[src/rtl/serial_bus_atn_command_decoder_top_assert.svh]
// ----------------------------------------------------------------------------
// Assertion macros for the serial bus ATN command decoder
// Clocked on clk_i and disabled while rst_ni is low.
// ----------------------------------------------------------------------------
`ifndef SERIAL_BUS_ATN_COMMAND_DECODER_TOP_ASSERT_SVH
`define SERIAL_BUS_ATN_COMMAND_DECODER_TOP_ASSERT_SVH

// consequent must hold in the same cycle as the antecedent
`define SBACD_ASSERT_SAME(label, ante, cons, msg) \
  label: assert property (@(posedge clk_i) disable iff (!rst_ni) (ante) |-> (cons)) \
    else $error(msg);

// consequent must hold in the cycle after the antecedent
`define SBACD_ASSERT_NEXT(label, ante, cons, msg) \
  label: assert property (@(posedge clk_i) disable iff (!rst_ni) (ante) |=> (cons)) \
    else $error(msg);

`endif

[src/rtl/sbacd_pkg.sv]
// ----------------------------------------------------------------------------
// sbacd_pkg
// Types and codes shared by the serial bus ATN command decoder modules.
// ----------------------------------------------------------------------------
`default_nettype none

package sbacd_pkg;

  // event kinds carried in tuser
  localparam logic [1:0] ACT_ATN_ON  = 2'd0;
  localparam logic [1:0] ACT_ATN_OFF = 2'd1;
  localparam logic [1:0] ACT_BYTE    = 2'd2;

  // command groups, top three bits of a bus byte
  localparam logic [2:0] GRP_LISTEN = 3'd1;
  localparam logic [2:0] GRP_TALK   = 3'd2;
  localparam logic [2:0] GRP_REOPEN = 3'd3;
  localparam logic [2:0] GRP_CLOSE  = 3'd7;

  localparam logic [4:0] DEV_ALL = 5'd31;

  // reported phase codes
  localparam logic [1:0] PH_CODE_IDLE    = 2'd0;
  localparam logic [1:0] PH_CODE_ACTIVE  = 2'd1;
  localparam logic [1:0] PH_CODE_RELEASE = 2'd2;

  localparam int unsigned MaskWidth = 31;

  typedef enum logic [2:0] {
    PH_IDLE    = 3'b001,
    PH_ACTIVE  = 3'b010,
    PH_RELEASE = 3'b100
  } phase_e;

  typedef struct packed {
    phase_e     phase;
    logic       pend_valid;
    logic [2:0] pend_primary;
    logic [4:0] pend_device;
    logic [3:0] pend_secondary;
    logic [3:0] pend_channel;
    logic       pend_has_sec;
    logic       fast;
  } state_t;

  typedef struct packed {
    logic [1:0] action;
    logic [7:0] data_byte;
    logic       atn_level;
    logic       receive_error;
    logic       fast_mode_seen;
  } item_t;

  typedef struct packed {
    logic       emit;
    logic [2:0] primary;
    logic [4:0] device;
    logic [3:0] secondary;
    logic [3:0] channel;
    logic       has_sec;
    logic [1:0] bus_phase;
    logic       release_lines;
    logic       attention_ack;
    logic       turnaround;
    logic       fast_protocol;
  } result_t;

  function automatic logic [1:0] phase_code(phase_e ph);
    logic [1:0] code;
    unique case (ph)
      PH_IDLE:    code = PH_CODE_IDLE;
      PH_ACTIVE:  code = PH_CODE_ACTIVE;
      PH_RELEASE: code = PH_CODE_RELEASE;
      default:    code = PH_CODE_IDLE;
    endcase
    return code;
  endfunction

endpackage

`default_nettype wire

[src/rtl/sbacd_decode.sv]
// ----------------------------------------------------------------------------
// sbacd_decode
// Next-state and result logic for one bus event.
// ----------------------------------------------------------------------------
`default_nettype none

module sbacd_decode
  import sbacd_pkg::*;
(
  input  state_t                 state_i,
  input  logic [MaskWidth-1:0]   mask_i,
  input  item_t                  item_i,
  output state_t                 state_o,
  output result_t                result_o
);

  logic [2:0]         grp;
  logic [4:0]         dev;
  logic [MaskWidth:0] mask_ext;
  logic               enabled;
  logic               byte_ok;
  logic               do_hand;
  state_t             nxt;

  assign grp      = item_i.data_byte[7:5];
  assign dev      = item_i.data_byte[4:0];
  assign mask_ext = {1'b0, mask_i};
  assign enabled  = (dev != DEV_ALL) && mask_ext[dev];
  assign byte_ok  = (state_i.phase == PH_ACTIVE) && !item_i.receive_error &&
                    item_i.atn_level;

  always_comb begin
    nxt      = state_i;
    result_o = '0;
    do_hand  = 1'b0;

    unique case (item_i.action)
      ACT_ATN_ON: begin
        result_o.attention_ack = 1'b1;
        nxt.phase = PH_ACTIVE;
        nxt.fast  = 1'b0;
      end
      ACT_ATN_OFF: begin
        if (state_i.phase == PH_RELEASE) begin
          result_o.release_lines = 1'b1;
          nxt.phase = PH_IDLE;
        end else begin
          if (item_i.fast_mode_seen) begin
            nxt.fast = 1'b1;
          end
          do_hand = 1'b1;
        end
      end
      ACT_BYTE: begin
        if (byte_ok) begin
          case (grp)
            GRP_LISTEN, GRP_TALK: begin
              if (!enabled) begin
                if (dev == DEV_ALL) begin
                  nxt.phase = PH_RELEASE;
                end else begin
                  nxt.phase = PH_IDLE;
                  result_o.release_lines = 1'b1;
                end
                do_hand = 1'b1;
              end else begin
                nxt.pend_valid     = 1'b1;
                nxt.pend_primary   = grp;
                nxt.pend_device    = dev;
                nxt.pend_secondary = '0;
                nxt.pend_channel   = '0;
                nxt.pend_has_sec   = 1'b0;
              end
            end
            GRP_REOPEN: begin
              if (state_i.pend_valid) begin
                nxt.pend_secondary = item_i.data_byte[7:4];
                nxt.pend_channel   = item_i.data_byte[3:0];
                nxt.pend_has_sec   = 1'b1;
                if (state_i.pend_primary == GRP_TALK) begin
                  nxt.phase = PH_IDLE;
                  result_o.turnaround = 1'b1;
                  do_hand = 1'b1;
                end
              end
            end
            GRP_CLOSE: begin
              if (state_i.pend_valid) begin
                nxt.pend_secondary = item_i.data_byte[7:4];
                nxt.pend_channel   = item_i.data_byte[3:0];
                nxt.pend_has_sec   = 1'b1;
                do_hand = (dev == 5'd0);
              end
            end
            default: ;
          endcase
        end
      end
      default: ;
    endcase

    // hand on the pending command, with any secondary taken this item
    if (do_hand) begin
      if (nxt.pend_valid) begin
        result_o.emit      = 1'b1;
        result_o.primary   = nxt.pend_primary;
        result_o.device    = nxt.pend_device;
        result_o.secondary = nxt.pend_secondary;
        result_o.channel   = nxt.pend_channel;
        result_o.has_sec   = nxt.pend_has_sec;
      end
      nxt.pend_valid = 1'b0;
    end

    result_o.bus_phase     = phase_code(nxt.phase);
    result_o.fast_protocol = nxt.fast;
    state_o = nxt;
  end

endmodule

`default_nettype wire

[src/rtl/serial_bus_atn_command_decoder_top.sv]
// ----------------------------------------------------------------------------
// serial_bus_atn_command_decoder_top
// Device-side decoder for attention-phase commands on a serial bus.
// Datapath: input register, then decode into the result register.
// Throughput: one item per cycle while the result register is free or being drained.
// Reset (rst_ni low, async): phase idle, no pending command, standard serial,
// device mask cleared, both pipeline registers empty.
// ----------------------------------------------------------------------------
`default_nettype none

`include "serial_bus_atn_command_decoder_top_assert.svh"

module serial_bus_atn_command_decoder_top
  import sbacd_pkg::*;
(
  input  logic                 clk_i,
  input  logic                 rst_ni,
  input  logic                 cfg_we_i,
  input  logic [MaskWidth-1:0] cfg_wdata_i,
  input  logic                 s_axis_tvalid,
  output logic                 s_axis_tready,
  // [7:0] data_byte, [8] atn_level, [9] receive_error, [10] fast_mode_seen
  input  logic [15:0]          s_axis_tdata,
  // [1:0] action
  input  logic [1:0]           s_axis_tuser,
  output logic                 m_axis_tvalid,
  input  logic                 m_axis_tready,
  // [0] emit_command, [3:1] cmd_primary, [8:4] cmd_device, [12:9] cmd_secondary,
  // [16:13] cmd_channel, [17] has_secondary, [19:18] bus_phase,
  // [20] release_lines, [21] attention_ack, [22] turnaround, [23] fast_protocol
  output logic [23:0]          m_axis_tdata
);

  logic [MaskWidth-1:0] mask_q;
  logic                 in_valid_q;
  item_t                in_q;
  logic                 out_valid_q;
  result_t              out_q;
  state_t               state_q;
  state_t               state_d;
  result_t              res_d;
  logic                 adv;
  logic                 step;

  // result register free or being drained
  assign adv           = !out_valid_q || m_axis_tready;
  assign step          = adv && in_valid_q;
  assign s_axis_tready = adv || !in_valid_q;

  always_ff @(posedge clk_i or negedge rst_ni) begin
    if (!rst_ni) begin
      mask_q <= '0;
    end else if (cfg_we_i) begin
      mask_q <= cfg_wdata_i;
    end
  end

  always_ff @(posedge clk_i or negedge rst_ni) begin
    if (!rst_ni) begin
      in_valid_q <= 1'b0;
    end else if (s_axis_tready) begin
      in_valid_q <= s_axis_tvalid;
    end
  end

  always_ff @(posedge clk_i) begin
    if (s_axis_tready && s_axis_tvalid) begin
      in_q.action         <= s_axis_tuser;
      in_q.data_byte      <= s_axis_tdata[7:0];
      in_q.atn_level      <= s_axis_tdata[8];
      in_q.receive_error  <= s_axis_tdata[9];
      in_q.fast_mode_seen <= s_axis_tdata[10];
    end
  end

  sbacd_decode u_decode (
    .state_i  (state_q),
    .mask_i   (mask_q),
    .item_i   (in_q),
    .state_o  (state_d),
    .result_o (res_d)
  );

  always_ff @(posedge clk_i or negedge rst_ni) begin
    if (!rst_ni) begin
      state_q     <= '{phase: PH_IDLE, default: '0};
      out_valid_q <= 1'b0;
    end else if (adv) begin
      out_valid_q <= in_valid_q;
      if (in_valid_q) begin
        state_q <= state_d;
      end
    end
  end

  always_ff @(posedge clk_i) begin
    if (step) begin
      out_q <= res_d;
    end
  end

  assign m_axis_tvalid = out_valid_q;
  assign m_axis_tdata  = {out_q.fast_protocol, out_q.turnaround, out_q.attention_ack,
                          out_q.release_lines, out_q.bus_phase, out_q.has_sec,
                          out_q.channel, out_q.secondary, out_q.device,
                          out_q.primary, out_q.emit};

  `SBACD_ASSERT_SAME(a_emit_needs_pending, step && res_d.emit, state_q.pend_valid,
                     "command emitted without a pending command")
  `SBACD_ASSERT_NEXT(a_emit_clears_pending, step && res_d.emit, !state_q.pend_valid,
                     "pending command kept after hand-on")
  `SBACD_ASSERT_SAME(a_turn_goes_idle, m_axis_tvalid && out_q.turnaround,
                     out_q.bus_phase == PH_CODE_IDLE && out_q.emit,
                     "turnaround without idle phase and emitted command")
  `SBACD_ASSERT_SAME(a_ack_excludes_release, m_axis_tvalid && out_q.attention_ack,
                     !out_q.release_lines && out_q.bus_phase == PH_CODE_ACTIVE,
                     "attention ack together with release or wrong phase")

endmodule

`default_nettype wire
[config.mk]
export PLATFORM = sky130hd
export DESIGN_NAME = serial_bus_atn_command_decoder_top
export DESIGN_NICKNAME = d
export VERILOG_FILES = /design/src/rtl/sbacd_pkg.sv /design/src/rtl/sbacd_decode.sv /design/src/rtl/serial_bus_atn_command_decoder_top.sv
export VERILOG_INCLUDE_DIRS = /design/src /design/src/rtl
export SDC_FILE = /design/constraint.sdc
export NUM_CORES = 1
export LEC_CHECK = 0
export ABC_CLOCK_PERIOD_IN_PS = 2500
export BUFFER_PORTS_ARGS = -buffer_cell sky130_fd_sc_hd__buf_2
export CORE_AREA = 2 2 104 106
export DETAILED_ROUTE_END_ITERATION = 16
export DIE_AREA = 0 0 106 108
export PLACE_DENSITY = 0.66
export SLEW_MARGIN = 5
export SYNTH_ARGS = -nofsm -noshare
export SYNTH_HDL_FRONTEND = slang
export SYNTH_HIERARCHICAL = 1
export SYNTH_SLANG_ARGS = --single-unit
[constraint.sdc]
create_clock -name clk_i -period 2.5 [get_ports clk_i]
set_clock_uncertainty 0.1 [all_clocks]
set_input_delay 0.25 -clock clk_i [delete_from_list [all_inputs] [get_ports clk_i]]
set_output_delay 0.25 -clock clk_i [all_outputs]
set_load 0.005 [all_outputs]
; Yosys cells after proc, flatten, opt, wreduce, memory -nomap -nowiden
; Index checks and enable logic that the tools add are counted.
[totals]
ff_bits = 92
inputBits = 54
output_inout_bits = 26
elab_cells = 94
[classes]
n_lt_le_gt_ge = 1
n_eq_ne = 13
muxes = 36
n_reduce_logical = 17
[ops]
columns = op, count
row1 = $mux 18, 3
row2 = $mux 21, 1
row3 = $mux 9, 2
row4 = $pmux 9 s2, 1
row5 = $mux 1, 16
row6 = $eq 3x2->1 const B, 5
row7 = $mux 3, 5
row8 = $eq 3x3->1 const B, 3
row9 = $pmux 3 s3, 1
row10 = $lt 5x6->1 const B, 1
row11 = $pmux 1 s2, 3
row12 = $pmux 3 s2, 1
row13 = $bmux 1 s5, 1
row14 = $eq 5x5->1 const B, 1
row15 = $logic_and 1x1->1, 5
row16 = $logic_not 5->1, 1
row17 = $ne 5x5->1 const B, 1
row18 = $pmux 2 s2, 1
row19 = $reduce_and 2->1, 2
row20 = $reduce_or 2->1, 2
row21 = $eq 3x1->1 const B, 1
row22 = $logic_not 1->1, 3
row23 = $pmux 1 s3, 1
row24 = $reduce_and 3->1, 1
row25 = other kinds (4), 5

; Longest topological paths before layout
[depth]
word_depth = 9
depth_mapped = 11
mapped_depth_nobuf = 8

; Cells and area by module
; Netlist, hierarchy kept.
[modules_own_cells]
columns = module, n_inst, cells_each, area_per_inst_um2, seq_area_each_um2
row1 = serial_bus_atn_command_decoder_top, 1, 157, 3249.4, 2488.6
row2 = sbacd_decode, 1, 182, 1258.7, 0.0

; Worst setup path before layout
; Ideal clock, no wire load.
[synth_timing]
kind = register to register
startpoint = reg in_q[4] (netlist name)
endpoint = reg state_q[18] (netlist name)
setup_ps = 125
t_arrival_ps = 2478
t_required_ps = 2275
path_slack_ps = -204
stages_incl_launch_ff = 11
path_buffers = 3
period_less_slack_ps = 2704
cell_sequence = edfxtp_1 -> buf_6 -> mux2_4 -> a221o_1 -> a2111oi_4 -> a211o_1 -> buf_6 -> o2111ai_4 -> buf_6 -> o21a_1 -> mux2_4
[synth_lines]
columns = element, line_no
row1 = "start, declared", serial_bus_atn_command_decoder_top.sv:36  ; item_t in_q;
row2 = "end signal, assigned", serial_bus_atn_command_decoder_top.sv:91  ; state_q <= state_d;
row3 = "end, declared", serial_bus_atn_command_decoder_top.sv:39  ; state_t state_q;

; Worst setup path in the final report
[layout_timing]
startpoint = reg in_q[4] (netlist name)
endpoint = reg out_q (netlist bit m_axis_tdata[15]) (data pin)
[layout_between]
elab_chain_len = 8
word_cells_on_any_way = 16
classes_between = 1 x eq/ne / 12 x mux / 3 x reduce/logical
[layout_lines]
columns = element, line_no
row1 = $bmux 1 s5, sbacd_decode.sv:28  ; assign enabled = (dev != DEV_ALL) && mask_ext[dev];
row2 = $mux 1 (not written as such), sbacd_decode.sv:28
row3 = $logic_and 1x1->1, sbacd_decode.sv:28
row4 = $mux 1 or $mux 18 (tied branches), sbacd_decode.sv:58  ; if (!enabled) begin
row5 = $pmux 1 s3 or $mux 9 (tied branches), sbacd_decode.sv:56  ; case (grp)
row6 = $mux 1 or $mux 21 (tied branches), sbacd_decode.sv:55  ; if (byte_ok) begin
row7 = $pmux 1 s2 or $mux 18 (tied branches), sbacd_decode.sv:37  ; unique case (item_i.action)
row8 = $reduce_and 2->1 (no source line), n/a
row9 = "end signal, assigned", serial_bus_atn_command_decoder_top.sv:98  ; out_q <= res_d;
row10 = "end, declared", serial_bus_atn_command_decoder_top.sv:38  ; result_t out_q;
; Parallel ways exist; a longest one is shown, timed or not. The select of a mux whose other input is x is not followed.
; A chain may end at the register's enable or synchronous reset.

==> impl_metrics.ini <==
[finish]
stdcell_area_sq_mm = 0.005635
nFillCells = 875
final_cells = 595
n_antenna_cell = 0
drive_gt1_frac = 0.4248
syn2layout_area_growth_pct = 25.01
layout.nets = 512

[cts]
ctsLongestPathBuffers = 2
htreeDepth = 3
cts.reportedPaths.clkPinSlew_ps = 90
worstSkewPairLatency_ps = 360
root_buffer = clkbuf_8
numCtsBuffers = 9
cts_tree = yes
clock-sinks = 92

[power_and_ir_drop]
internal-power_uw = 2534
p_sw_uw = 931.7
p_leak_uw = 0.002479
p_clk_frac = 0.301
power_density_mw_per_mm2 = 615.0
seqPwrFrac = 0.521
netSwitchingFraction = 0.2688
p_total_uw = 3466
pwr-share-comb = 0.179
vdd_drop_max_uv = 323.7

[yosys]
synth_xor_area_frac = 0.001943
ys_ff_latch = 92
ys_types = 57
yosysWarnings = 6
syn_area_per_cell_sq_um = 13.30
synth_compound_area_frac = 0.1060
synth_cells = 339
ys_async_sr_fraction = 0.5978
synth_nets = 397
synth-main-ff-cell = dfrtp_1
synthAdderAreaFrac = 0.01110
muxShareOfSynthArea = 0.1896
synth_edf_count = 37
netlist_area_sq_mm = 0.004508
synth_top_family_by_area = multiplexers
ys_seq_area_frac = 0.5520
synthSimpleGateAreaFrac = 0.09742

[flow_run]
maxCapViolations = 0

[critical_path]
crit_type = reg2reg
rrSetupSlack_ps = -180
r2r-start = in_q[4]$_DFFE_PP_
worst_setup_path_start_kind = flop
cp.required_ps = 2610
cp-end-kind = flop
r2r_end = m_axis_tdata[15]$_DFFE_PP_
arrival_ps = 2790
reg2reg_depth = 8
worstPathMaxFanout = 18

[place]
place.gp.congestion = 0.8364
io_buffers = 74
postPlaceCellArea_sq_mm = 0.005151
post-dp-hpwl_um = 6581
place_inst = 558

[timing]
whs_ps = 14.28
setup_violations = 40
relSlewSlack = 0.5257
hold_viol = 0
worst_slack_ps = -181.4
fin_crit_ps = 2681
drv_slew = 0
tightest_slew_ps = 711.5
clock.fmax_mhz = 372.9
post-route-period-util = 1.073
rsz0062_at_grt = yes
tns_ps = -4729

[die]
die_h_um = 108
die_area_sq_mm = 0.01145
io-pin-count = 80
num_rows = 37
coreArea_sq_mm = 0.01023
start_util = 0.4406
die_w_um = 106

[detailed_routing]
drc = 0
first_pass_iters = 4
drtAntennaViolNets = 0
wl_um = 9489
vias = 3149
vias_per_cell = 5.292
first_iter_violations = 177
wl_per_cell_um = 15.95

[global_routing]
grt.total_usage = 0.1768
grt_overflow = 0
grt_pass1_wl_um = 15810
grt_start_max_net_pins = 56
grt_pass1_vias = 3269
antenna_found_initial = 0

[run_status]
status = finished, violations left
violations = setup timing

[worst_hold_path]
hold_depth = 2
holdPathEnd = mask_q[2]$_DFFE_PN0P_
holdCritStartpoint = cfg_wdata_i[2]
worstHoldPathType = in2reg
[area by class of cell]
class                      instances  area, sq um  share of cell area
inverter                          15        56.30            0.009991
clock inverter                     6        68.82             0.01221
tap                              136        170.2             0.03020
sequential                        92         2489              0.4416
timing repair buffer             123        829.5              0.1472
multi-input combinational        213         1884              0.3344
clock buffer                      10        137.6             0.02442
[through the flow]
stage	worst slack [ps]	util
2_1_floorplan	-174.5	-
3_3_place_gp	-130.8	0.5035
3_5_place_dp	-203.9	0.5035
4_1_cts	-179.2	0.5419
5_1_grt	-301.7	0.5508
6_report	-181.4	0.5508
[worst max-delay path by stage]
stage                           start                          to  slack, ps  depth (start not counted)
floorplan           in_q[4]$_DFFE_PP_     state_q[18]$_DFFE_PN0P_       -170                         10
finish              in_q[4]$_DFFE_PP_  m_axis_tdata[15]$_DFFE_PP_       -180                          8
global route        in_q[4]$_DFFE_PP_  m_axis_tdata[15]$_DFFE_PP_       -300                          8
detailed placement  in_q[4]$_DFFE_PP_  m_axis_tdata[11]$_DFFE_PP_       -200                          9
global placement    in_q[3]$_DFFE_PP_   m_axis_tdata[6]$_DFFE_PP_       -130                          8
CTS                 in_q[4]$_DFFE_PP_  m_axis_tdata[15]$_DFFE_PP_       -180                          8
[kinds of logic after synthesis]
logic type | Yosys count
adder cells (fa/ha/maj) | 4
buffers and inverters | 34
flip-flops | 92
XOR/XNOR | 1
multiplexers | 67
AO/OA/AOI/OAI | 62
AND/OR/NAND/NOR | 79
[flip-flops by register name, indices dropped and copies added, names as in the netlist]
signal / count
mask_q: 31
m_axis_tdata: 24
state_q: 22
in_q: 13
in_valid_q: 1
m_axis_tvalid: 1
[critical path: stages (launching register included)]
cell       delay [ps]
edfxtp_1          490
mux2_4            340
a221o_1           390
a2111oi_4         340
a211o_1           210
buf_12            150
o2111ai_4         130
buf_12            190
nor3_1            180
[Yosys cell counts, types with 8 or more instances]
| library cell | n | area (sq um) |
|---|---|---|
| a21oi_1 | 10 | 50.05 |
| dfrtp_1 | 54 | 1351 |
| edfxtp_1 | 37 | 1111 |
| inv_1 | 15 | 56.30 |
| mux2_2 | 34 | 382.9 |
| mux2_4 | 20 | 300.3 |
| mux2i_1 | 10 | 100.1 |
| nand2_1 | 12 | 45.04 |
| nand3_1 | 12 | 60.06 |
| nor2_1 | 15 | 56.30 |
| nor3_1 | 10 | 50.05 |
| o211ai_1 | 8 | 60.06 |
| o21ai_0 | 9 | 45.04 |
[per-layer routing]
metal,wire length [um],GRT usage,up-vias
met4,148,0.06955,0
li1,-,-,1500
met5,0,0,-
met2,4565,0.2908,104
met3,481,0.03797,13
met1,4293,0.2303,1532
[placed cells by master (no fill, tap or decap), drive strengths merged, types with 12 or more instances in the layout]
cell,Yosys,final
dfrtp,54,54
dlygate4sd3,0,18
edfxtp,37,37
buf,13,104
mux2,54,54
nand2,13,13
inv,15,18
nor2,15,15
nand3,12,12
[timing repair]
action / 4_1_cts / 5_1_grt
hold buffers: 17 / 1
pin swaps: 1 / 1
gates resized for setup: 5 / 16
hold endpoints to repair: 70 / 1
endpoints found under the setup margin: 38 / 41
cloned: 0 / 1
setup buffers: 1 / 1
[power by group through the flow]
| stage | combinational (uW) | clock, uW | sequential, uW |
|---|---|---|---|
| after floorplan | 379 | 0 | 1800 |
| after global placement | 543 | 0 | 1830 |
| after detailed placement | 558 | 0 | 1830 |
| after CTS | 585 | 1060 | 1800 |
| after global routing | 675 | 1120 | 1830 |
| final | 619 | 1040 | 1800 |
Note: power is estimated with default switching activity, not from simulation.
